`src/shs_pkg.sv`:
```
// Shared types and constants for the stepper homing sequencer.
`timescale 1ns / 1ps

package shs_pkg;

   // Register index within the CSR space (byte address / 4).
   localparam int unsigned CSR_ADDR_W = 5;
   localparam logic [2:0] REG_HOMING_SPEED     = 3'd0;
   localparam logic [2:0] REG_BACKUP_SPEED     = 3'd1;
   localparam logic [2:0] REG_START_STOP_SPEED = 3'd2;
   localparam logic [2:0] REG_HOME_OFFSET      = 3'd3;
   localparam logic [2:0] REG_HOME_POSITION    = 3'd4;
   localparam logic [2:0] REG_DIR_MODE         = 3'd5;
   localparam logic [2:0] REG_END_SIDE         = 3'd6;
   localparam logic [2:0] REG_HAS_SWITCH       = 3'd7;

   // Direction mode codes.
   localparam logic [1:0] DIR_FIXED0     = 2'd0;
   localparam logic [1:0] DIR_FIXED1     = 2'd1;
   localparam logic [1:0] DIR_SWITCH     = 2'd2;
   localparam logic [1:0] DIR_SWITCH_INV = 2'd3;

   // End side codes.
   localparam logic [1:0] END_NONE    = 2'd0;
   localparam logic [1:0] END_REV_ON  = 2'd1;
   localparam logic [1:0] END_REV_OFF = 2'd2;

   // Input item kinds.
   localparam logic ACT_TICK = 1'b0;
   localparam logic ACT_HOME = 1'b1;

   // Homing sequence phases.
   typedef enum logic [1:0] {
      PH_STARTING  = 2'd0,
      PH_GOING     = 2'd1,
      PH_REVERSING = 2'd2,
      PH_TO_OFS    = 2'd3
   } phase_type;

   // Configuration register set.
   typedef struct packed {
      logic [15:0]        homing_speed;
      logic [15:0]        backup_speed;
      logic [15:0]        start_stop_speed;
      logic signed [15:0] home_offset;
      logic signed [15:0] home_position;
      logic [1:0]         dir_mode;
      logic [1:0]         end_side;
      logic               has_switch;
   } cfg_type;

endpackage

```
`src/shs_regs.sv`:
```
// APB-style configuration register file for the homing sequencer.
`timescale 1ns / 1ps

module shs_regs
   import shs_pkg::*;
(
   input  logic                  clock,
   input  logic                  reset,
   input  logic                  csr_psel,
   input  logic                  csr_penable,
   input  logic                  csr_pwrite,
   input  logic [CSR_ADDR_W-1:0] csr_paddr,
   input  logic [31:0]           csr_pwdata,
   output logic [31:0]           csr_prdata,
   output logic                  csr_pready,
   output cfg_type               cfg
);

   cfg_type    cfg_ff;
   logic [2:0] reg_index;
   logic       wr_en;

   assign csr_pready = 1'b1;
   assign reg_index  = csr_paddr[CSR_ADDR_W-1:2];
   assign wr_en      = csr_psel && csr_penable && csr_pwrite && csr_pready;
   assign cfg        = cfg_ff;

   // Register writes on the access cycle of a write transfer.
   always_ff @(posedge clock) begin
      if (reset) begin
         cfg_ff <= '0;
      end else if (wr_en) begin
         unique case (reg_index)
            REG_HOMING_SPEED:     cfg_ff.homing_speed     <= csr_pwdata[15:0];
            REG_BACKUP_SPEED:     cfg_ff.backup_speed     <= csr_pwdata[15:0];
            REG_START_STOP_SPEED: cfg_ff.start_stop_speed <= csr_pwdata[15:0];
            REG_HOME_OFFSET:      cfg_ff.home_offset      <= $signed(csr_pwdata[15:0]);
            REG_HOME_POSITION:    cfg_ff.home_position    <= $signed(csr_pwdata[15:0]);
            REG_DIR_MODE:         cfg_ff.dir_mode         <= csr_pwdata[1:0];
            REG_END_SIDE:         cfg_ff.end_side         <= csr_pwdata[1:0];
            REG_HAS_SWITCH:       cfg_ff.has_switch       <= csr_pwdata[0];
            default:              cfg_ff                  <= cfg_ff;
         endcase
      end
   end

   // Read data mux; signed registers return their raw 16 bits.
   always_comb begin
      unique case (reg_index)
         REG_HOMING_SPEED:     csr_prdata = {16'd0, cfg_ff.homing_speed};
         REG_BACKUP_SPEED:     csr_prdata = {16'd0, cfg_ff.backup_speed};
         REG_START_STOP_SPEED: csr_prdata = {16'd0, cfg_ff.start_stop_speed};
         REG_HOME_OFFSET:      csr_prdata = {16'd0, cfg_ff.home_offset};
         REG_HOME_POSITION:    csr_prdata = {16'd0, cfg_ff.home_position};
         REG_DIR_MODE:         csr_prdata = {30'd0, cfg_ff.dir_mode};
         REG_END_SIDE:         csr_prdata = {30'd0, cfg_ff.end_side};
         REG_HAS_SWITCH:       csr_prdata = {31'd0, cfg_ff.has_switch};
         default:              csr_prdata = '0;
      endcase
   end

endmodule

```
`src/stepper_homing_sequencer.sv`:
```
// Top level of the stepper homing sequencer: input stage, state update, result register.
//
//   channel  direction  handshake                  payload
//   req      in         req_valid / req_stall      action, start_req, limit_on, position, motor_busy
//   rsp      out        rsp_valid / rsp_stall      speed, dir, status bits, pulses, positions
//   csr      in         APB psel/penable/pready    8 registers at byte address 4*i
//
// Each item passes an input register and then a result register.
// One item can be accepted every cycle while req_stall is low; the state update is combinational.
// Reset clears the sequencer state, the registers and both valid flags.
// A stalled result holds the result register; the input stage then fills and stalls req.
`timescale 1ns / 1ps

module stepper_homing_sequencer
   import shs_pkg::*;
(
   input  logic                  clock,
   input  logic                  reset,
   // Input item channel
   input  logic                  req_valid,
   output logic                  req_stall,
   input  logic                  req_action,
   input  logic                  req_start_req,
   input  logic                  req_limit_on,
   input  logic signed [15:0]    req_position,
   input  logic                  req_motor_busy,
   // Result channel
   output logic                  rsp_valid,
   input  logic                  rsp_stall,
   output logic [15:0]           rsp_target_speed,
   output logic                  rsp_target_dir,
   output logic                  rsp_homing_active,
   output logic                  rsp_homed,
   output logic                  rsp_busy_set,
   output logic                  rsp_motor_start,
   output logic                  rsp_stop_request,
   output logic                  rsp_position_write,
   output logic signed [15:0]    rsp_position_value,
   output logic signed [15:0]    rsp_test_position,
   // Configuration port
   input  logic                  csr_psel,
   input  logic                  csr_penable,
   input  logic                  csr_pwrite,
   input  logic [CSR_ADDR_W-1:0] csr_paddr,
   input  logic [31:0]           csr_pwdata,
   output logic [31:0]           csr_prdata,
   output logic                  csr_pready
);

   cfg_type cfg;

   // Input stage registers.
   logic               in_valid_ff;
   logic               in_action_ff;
   logic               in_start_ff;
   logic               in_limit_ff;
   logic signed [15:0] in_position_ff;
   logic               in_busy_ff;

   // Sequencer state and its next values.
   phase_type          phase_ff, phase_in;
   logic               active_ff, active_in;
   logic               go_dir_ff, go_dir_in;
   logic               will_reverse_ff, will_reverse_in;
   logic               homed_ff, homed_in;
   logic [15:0]        speed_ff, speed_in;
   logic               dir_ff, dir_in;
   logic signed [15:0] captured_ff, captured_in;

   // Per-item pulses.
   logic               busy_set_c;
   logic               motor_start_c;
   logic               stop_req_c;
   logic               pos_wr_c;
   logic signed [15:0] pos_val_c;
   logic               offset_reached;

   // Result register.
   logic               rsp_valid_ff;
   logic               busy_set_ff;
   logic               motor_start_ff;
   logic               stop_req_ff;
   logic               pos_wr_ff;
   logic signed [15:0] pos_val_ff;

   logic               out_ready;
   logic               advance;
   logic               in_load;

   shs_regs u_regs (
      .clock       (clock),
      .reset       (reset),
      .csr_psel    (csr_psel),
      .csr_penable (csr_penable),
      .csr_pwrite  (csr_pwrite),
      .csr_paddr   (csr_paddr),
      .csr_pwdata  (csr_pwdata),
      .csr_prdata  (csr_prdata),
      .csr_pready  (csr_pready),
      .cfg         (cfg)
   );

   // Pipeline flow control.
   assign out_ready = !rsp_valid_ff || !rsp_stall;
   assign advance   = in_valid_ff && out_ready;
   assign req_stall = in_valid_ff && !out_ready;
   assign in_load   = req_valid && !req_stall;

   // Input stage: holds the item until the result register can take it.
   always_ff @(posedge clock) begin
      if (reset) begin
         in_valid_ff <= 1'b0;
      end else if (in_load) begin
         in_valid_ff <= 1'b1;
      end else if (advance) begin
         in_valid_ff <= 1'b0;
      end
   end

   always_ff @(posedge clock) begin
      if (in_load) begin
         in_action_ff   <= req_action;
         in_start_ff    <= req_start_req;
         in_limit_ff    <= req_limit_on;
         in_position_ff <= req_position;
         in_busy_ff     <= req_motor_busy;
      end
   end

   // Sequencer state register, updated once per item.
   always_ff @(posedge clock) begin
      if (reset) begin
         phase_ff        <= PH_STARTING;
         active_ff       <= 1'b0;
         go_dir_ff       <= 1'b0;
         will_reverse_ff <= 1'b0;
         homed_ff        <= 1'b0;
         speed_ff        <= '0;
         dir_ff          <= 1'b0;
         captured_ff     <= '0;
      end else if (advance) begin
         phase_ff        <= phase_in;
         active_ff       <= active_in;
         go_dir_ff       <= go_dir_in;
         will_reverse_ff <= will_reverse_in;
         homed_ff        <= homed_in;
         speed_ff        <= speed_in;
         dir_ff          <= dir_in;
         captured_ff     <= captured_in;
      end
   end

   // Finish test: homing ends once the position crosses the offset in the run direction.
   assign offset_reached = (in_position_ff >= cfg.home_offset) != go_dir_ff;

   // Next state and pulses for the item in the input stage.
   always_comb begin
      phase_in        = phase_ff;
      active_in       = active_ff;
      go_dir_in       = go_dir_ff;
      will_reverse_in = will_reverse_ff;
      homed_in        = homed_ff;
      speed_in        = speed_ff;
      dir_in          = dir_ff;
      captured_in     = captured_ff;
      busy_set_c      = 1'b0;
      motor_start_c   = 1'b0;
      stop_req_c      = 1'b0;
      pos_wr_c        = 1'b0;
      pos_val_c       = '0;

      if (in_action_ff == ACT_HOME) begin
         motor_start_c = !in_busy_ff;
         if (in_start_ff && cfg.has_switch) begin
            // Arm a homing run.
            active_in = 1'b1;
            phase_in  = PH_STARTING;
            unique case (cfg.dir_mode)
               DIR_FIXED0:     go_dir_in = 1'b0;
               DIR_FIXED1:     go_dir_in = 1'b1;
               DIR_SWITCH:     go_dir_in = in_limit_ff;
               DIR_SWITCH_INV: go_dir_in = !in_limit_ff;
               default:        go_dir_in = 1'b0;
            endcase
            will_reverse_in = ((cfg.end_side == END_REV_ON) && in_limit_ff) ||
                              ((cfg.end_side == END_REV_OFF) && !in_limit_ff);
            busy_set_c      = 1'b1;
         end else begin
            // Without a switch or a start request the motor is homed in place.
            stop_req_c = 1'b1;
            pos_wr_c   = 1'b1;
            pos_val_c  = cfg.home_position;
            homed_in   = 1'b1;
         end
      end else if (active_ff) begin
         unique case (phase_ff)
            PH_STARTING: begin
               speed_in = cfg.homing_speed;
               dir_in   = go_dir_ff;
               phase_in = PH_GOING;
            end
            PH_GOING: begin
               if (in_limit_ff != will_reverse_ff) begin
                  homed_in = 1'b0;
                  if (will_reverse_ff) begin
                     // Started on the wrong side: restart the other way.
                     will_reverse_in = 1'b0;
                     go_dir_in       = !go_dir_ff;
                     phase_in        = PH_STARTING;
                  end else begin
                     dir_in   = !go_dir_ff;
                     speed_in = cfg.backup_speed;
                     phase_in = PH_REVERSING;
                  end
               end
            end
            PH_REVERSING: begin
               if (!in_limit_ff) begin
                  captured_in = in_position_ff;
                  pos_wr_c    = 1'b1;
                  pos_val_c   = '0;
                  phase_in    = PH_TO_OFS;
               end
            end
            PH_TO_OFS: begin
               if (offset_reached) begin
                  active_in  = 1'b0;
                  homed_in   = 1'b1;
                  pos_wr_c   = 1'b1;
                  pos_val_c  = cfg.home_position;
                  stop_req_c = 1'b1;
               end
            end
            default: begin
               phase_in = PH_STARTING;
            end
         endcase
      end
   end

   // Result register: valid flag and per-item pulses.
   always_ff @(posedge clock) begin
      if (reset) begin
         rsp_valid_ff <= 1'b0;
      end else if (advance) begin
         rsp_valid_ff <= 1'b1;
      end else if (!rsp_stall) begin
         rsp_valid_ff <= 1'b0;
      end
   end

   always_ff @(posedge clock) begin
      if (advance) begin
         busy_set_ff    <= busy_set_c;
         motor_start_ff <= motor_start_c;
         stop_req_ff    <= stop_req_c;
         pos_wr_ff      <= pos_wr_c;
         pos_val_ff     <= pos_val_c;
      end
   end

   // State-derived fields read straight from the state registers, which move only on advance.
   assign rsp_valid          = rsp_valid_ff;
   assign rsp_target_speed   = speed_ff;
   assign rsp_target_dir     = dir_ff;
   assign rsp_homing_active  = active_ff;
   assign rsp_homed          = homed_ff;
   assign rsp_busy_set       = busy_set_ff;
   assign rsp_motor_start    = motor_start_ff;
   assign rsp_stop_request   = stop_req_ff;
   assign rsp_position_write = pos_wr_ff;
   assign rsp_position_value = pos_val_ff;
   assign rsp_test_position  = captured_ff;

`ifndef SYNTHESIS
   // Arming a run always leaves the sequence active.
   a_busy_set_active: assert property (@(posedge clock) disable iff (reset)
      rsp_valid_ff && busy_set_ff |-> active_ff)
      else $error("busy_set without an active homing run");

   // A stop always comes with a position write and the homed flag.
   a_stop_homed: assert property (@(posedge clock) disable iff (reset)
      rsp_valid_ff && stop_req_ff |-> pos_wr_ff && homed_ff)
      else $error("stop_request without position write and homed");

   // An item moved out of the input stage shows up as a valid result.
   a_advance_result: assert property (@(posedge clock) disable iff (reset)
      advance |=> rsp_valid_ff)
      else $error("advanced item did not reach the result register");

   // No position value is presented without a position write.
   a_pos_val_zero: assert property (@(posedge clock) disable iff (reset)
      rsp_valid_ff && !pos_wr_ff |-> pos_val_ff == 16'sd0)
      else $error("position_value nonzero without position_write");
`endif

endmodule

```
`config.mk`:
```
export PLATFORM = sky130hd
export DESIGN_NAME = stepper_homing_sequencer
export DESIGN_NICKNAME = d
export VERILOG_FILES = /design/src/shs_pkg.sv /design/src/shs_regs.sv /design/src/stepper_homing_sequencer.sv
export SDC_FILE = /design/constraint.sdc
export NUM_CORES = 1
export LEC_CHECK = 0
export BUFFER_PORTS_ARGS = -buffer_cell sky130_fd_sc_hd__clkbuf_2
export CAP_MARGIN = 20
export CORE_MARGIN = 2
export CORE_UTILIZATION = 40
export DETAILED_ROUTE_END_ITERATION = 7
export GPL_TIMING_DRIVEN = 0
export PLACE_DENSITY = 0.59
export SYNTH_ARGS = -nofsm -noshare
export SYNTH_HDL_FRONTEND = slang
export SYNTH_SLANG_ARGS = --single-unit
```
`constraint.sdc`:
```
create_clock -name clock -period 6.3 [get_ports clock]
set_input_delay 1.89 -clock clock [delete_from_list [all_inputs] [get_ports clock]]
set_output_delay 1.89 -clock clock [all_outputs]
set_load 0.05 [all_outputs]
```
Word-level counts from Yosys, hierarchy flattened. Cells that the tools add are included.

Output and inout bits: 90. Bits of input ports: 64. Bits in registers: 166.

Equal/unequal tests: 25. Muxes and demuxes: 55. Order comparisons: 1. Reductions and logical operators: 43. Bitwise logic cells: 2.

Operators by type and width (number): one-hot mux 32 bit (8 select lines) (1); two-way mux 16 bit (7); two-way mux 1 bit (35); one-hot mux 16 bit (2 select lines) (1); AND reduction 6 bit (4); AND reduction 2 bit (9); >= comparator 16 bit (1); == test 3 bit, second input constant (4); two-way mux 2 bit (6); nonzero test 2 bit (6); == test 2 bit, second input constant (5); AND reduction 5 bit (2); inequality test 3 bit, second input constant (3); logical AND 1 bit (8); logical NOT 1 bit (7); == test 2 x 1 -> 1 bit, second input constant (3); == test 3 x 2 -> 1 bit, second input constant (2); inequality test 2 bit, second input constant (3); one-hot mux 1 bit (2 select lines) (3); one-hot mux 2 bit (3 select lines) (1); logical NOT 2 bit (2); inequality test 2 x 1 -> 1 bit, second input constant (2); one-hot mux 1 bit (4 select lines) (1); nonzero test 4 bit (1); other kinds (6) (9).

Depth between registers and ports, before layout.
Word-level depth: 7. Mapped depth: 10. Depth with buffers taken out: 9.

Modules after synthesis. From an unflattened synthesis, not the netlist that was laid out.

Cell total of the unflattened synthesis: 780. Area, all modules: 8040.2 um^2.

Modules (own cells, without submodules): shs_regs (area each 4315.4 um^2, cells each 425, seq. area each 1701.6 um^2, instances 1); stepper_homing_sequencer (area each 3724.8 um^2, cells each 355, seq. area each 2021.9 um^2, instances 1).

Worst setup path before layout. OpenSTA, ideal clock, no wires.

Kind: input port to output port. Start point: input csr_paddr[3]. End point: output csr_prdata[13]. Arrival: 3.680 ns. Path slack: 0.730 ns. Stages: 5. Data required time: 4.410 ns. Path buffers: 3. Cell sequence: clkbuf_1 > clkbuf_1 > buf_1 > mux2i_1 > o22ai_1.

Word-level cells in the longest chain between the ends: 2. Elaborated cells on any way between the ends: 9.

RTL lines: from (decl) (RTL line stepper_homing_sequencer.sv:44) `input logic [CSR_ADDR_W-1:0] csr_paddr,`; == test 3 bit, or another cell as far along (RTL line shs_regs.sv:49) `unique case (reg_index)`; one-hot mux 32 bit (8 select lines) * (RTL line shs_regs.sv:49); to (decl) (RTL line stepper_homing_sequencer.sv:46) `output logic [31:0] csr_prdata,`.

Mark *: on every way between the ends. The rest lies on a longest branch, timed or not. The select of a mux whose other input is x is not followed.

Final worst setup path.
Start point: input csr_paddr[2]. End point: output csr_prdata[14].

Same word-level chain as after synthesis.

==> impl_results.md <==
- Seq pwr share: 0.482
- Starting Density: 0.410
- Multi-input logic area: 3300 um^2
- Synth Area in XOR/XNOR: 0.00354
- Initial antenna violation count: 0
- Crit Path Class: in -> out
- First-pass GRT wire length: 33900 um
- Setup WS pre-CTS: 0.266 ns
- P_sw: 0.582 mW
- Final cycle utilization of the critical path: 0.974
- Met2 Use GR: 0.361
- Synth top area share: 0.340
- RSZ-0062 raised after global routing: no
- Sequential fraction of the synthesis area: 0.502
- Largest family of logic cells by synthesized area: simple AND/OR/NAND/NOR gates
- Post-DR vias/cell: 5.19
- Total grt overflow: 0
- Tmin final: 6.14 ns
- Antenna cell count: 0
- Unique masters post-synth: 51
- Syn Inst Count: 852
- Worst-Margin Slew: 0.967 ns
- Bufs on Longest Clock Path: 2
- Max cap viols: 0
- GR Util All Layers: 0.227
- Vias in the first global route: 5985
- Die X: 140 um
- M3 GR Usage: 0.0403
- # rows: 49
- Share of layout cells above drive strength 1: 0.184
- Setup ws final: 0.161 ns
- Switch share: 0.251
- Largest cells by area after synthesis: dfxtp_1 34%, edfxtp_1 16%, nand2_1 11%
- Power, Total: 2.32 mW
- Post-synth EDFFs: 40
- Async S/R FF share, synth: 0
- Avg WL per Cell: 17.5 um
- F_max: 163 MHz
- Most frequent cells in the layout: 211 x nand2_1, 126 x dfxtp_1, 120 x a21oi_1
- GPL Wtd Cong: 0.853
- Peak VDD IR: 201 uV
- Adder-Cell Fraction of Synth Area: 0.0337
- Largest net degree at the start of global routing: 25
- Post-Syn Area: 7420 um^2
- Critical path fanouts, max: 10
- Port Buf Inserts: 115
- Clock Latency Late Sink: 0.43 ns
- Clock-pin transition on the worst setup and hold timing paths: 0.06 ns
- Mux share of post-synthesis cell area: 0.0504
- Core area: 18100 um^2
- Cts bufs inserted: 17
- Register area: 3720 um^2
- Pwr Density: 260 nW/um^2
- Register bit total from synthesis: 166
- Number of gates resized after CTS: 0
- Primary FF master, synth: dfxtp_1
- DRT Pass-1 Iters: 5
- Critical Path Sink Type: output port
- Fin nets: 1086
- Avg Synthesized Cell Area: 8.71 um^2
- Worst Path Required: 4.41 ns
- DRT iter0 DRCs: 523
- Post-CTS Setup Bufs: 0
- Hold-fix buffers, CTS: 0
- Die ar.: 19700 um^2
- Vias: 6456
- Min Hold Slack: 0.456 ns
- Layout area overhead: 20.2%
- Post-detail-place hpwl: 16200 um
- Compound-Gate Fraction of Synth Area: 0.167
- Global route hottest layer: met2
- CTS Root Cell: clkbuf_16
- Hold Path Class: reg -> reg
- Residual DRC count: 0
- Int Pwr: 1.74 mW
- Crit start category: primary input
- Drt total wl: 21800 um
- Filler Cells Inserted: 1809
- TritonCTS Sinks: 166
- Most common cell after layout, fill and taps aside: nand2_1
- Status: completed
- Setup TNS: 0 ns
- Dominant cell type by area after synthesis: dfxtp_1
- Detail Route Antenna Nets: 0
- Clock power share: 0.437
- CTS tree: built
- Clock skew: 0.00642 ns
- Max_slew headroom: 0.350
- Worst path arrival time: 4.25 ns
- YS warnings: 0
- Slew Viols, Final: 0
- Final Hold Fails: 0
- Die Ht: 140 um
- Met1 Resource Use GR: 0.310
- Comb pwr share: 0.080
- H-tree depth: 4
- Number of I/O pins: 154
- Synth Area in Simple Gates: 0.182
- LEAKAGE: 3.27 nW
- Final setup viols: 0
[state kept, by name, summed over array words and instances, names as in the netlist, 2 cells and up]
register	cells
u_regs.cfg	85
in_position_ff	16
rsp_position_value	16
rsp_target_speed	16
rsp_test_position	16
phase_ff	2
[power by group through the flow]
stage          combinational [mW]  sequential [mW]  clock [mW]
2_1_floorplan               0.105             1.16           0
3_3_place_gp                0.182             1.14           0
3_5_place_dp                0.184             1.14           0
4_1_cts                     0.185             1.12        1.03
5_1_grt                     0.200             1.12        1.07
6_report                    0.186             1.12        1.01
[per-stage QoR]
| step | instances | util | cell area, um^2 |
|---|---|---|---|
| global route | 1244 | 0.493 | 8920 |
| global placement | 1211 | 0.461 | 8340 |
| detailed placement | 1212 | 0.462 | 8350 |
| floorplan | 867 | - | 7480 |
| finish | 1244 | 0.493 | 8920 |
| CTS | 1244 | 0.493 | 8920 |
[per-layer routing]
metal,wire [um],vias to the layer above,part of all wire
met5,0,-,0
met4,520,0,0.024
met3,1160,29,0.053
met2,10300,208,0.47
met1,9880,3014,0.45
li1,-,3205,-
[layout make-up]
cell class,instances,area share
well taps,229,0.0321
multi-input cells,601,0.370
clock buffers,18,0.0481
repair buffers,116,0.0658
flip-flops and latches,166,0.417
clock inverters,14,0.0153
plain buffers,72,0.0390
inverters,28,0.0118
[synth_stat cells, types with 5 or more instances]
cell type,number
inv_1,27
nand3_1,6
nor2_1,47
buf_2,5
clkbuf_1,44
nand4_1,5
a21oi_1,120
nand2_1,211
a22oi_1,21
ha_1,20
o21ai_0,12
a211oi_1,18
o22ai_1,14
buf_4,17
mux2i_1,25
buf_1,5
or3_1,5
nor2b_1,23
mux2_2,11
edfxtp_1,40
dfxtp_1,126
[kinds of logic (layout without fill, tap and decap cells)]
logic type	after synthesis	after routing
compound gates	206	206
fa+ha+maj	20	20
flops	166	166
buf+inv	100	248
xor+xnor	3	3
simple gates	319	319
other cells	2	17
mux	36	36
[worst paths after layout]
kind	startpoint	slack [ns]	to	cells past startpoint
max	csr_paddr[2]	0.16	csr_prdata[14]	7
min	rsp_test_position[3]$_SDFFE_PP0P_	0.46	rsp_test_position[3]$_SDFFE_PP0P_	2
max reg2reg	u_regs.cfg[23]$_SDFFE_PP0P_	3.35	rsp_position_value[9]$_DFFE_PP_	9
min reg2reg	rsp_test_position[3]$_SDFFE_PP0P_	0.46	rsp_test_position[3]$_SDFFE_PP0P_	2
[worst max-delay path, cell delays in order]
cell,delay (ns)
clkbuf_2,0.13
clkbuf_1,0.35
clkbuf_1,0.53
buf_1,0.59
a22oi_1,0.14
o22ai_1,0.27
clkbuf_2,0.34
(Power assumes the default switching activity.)
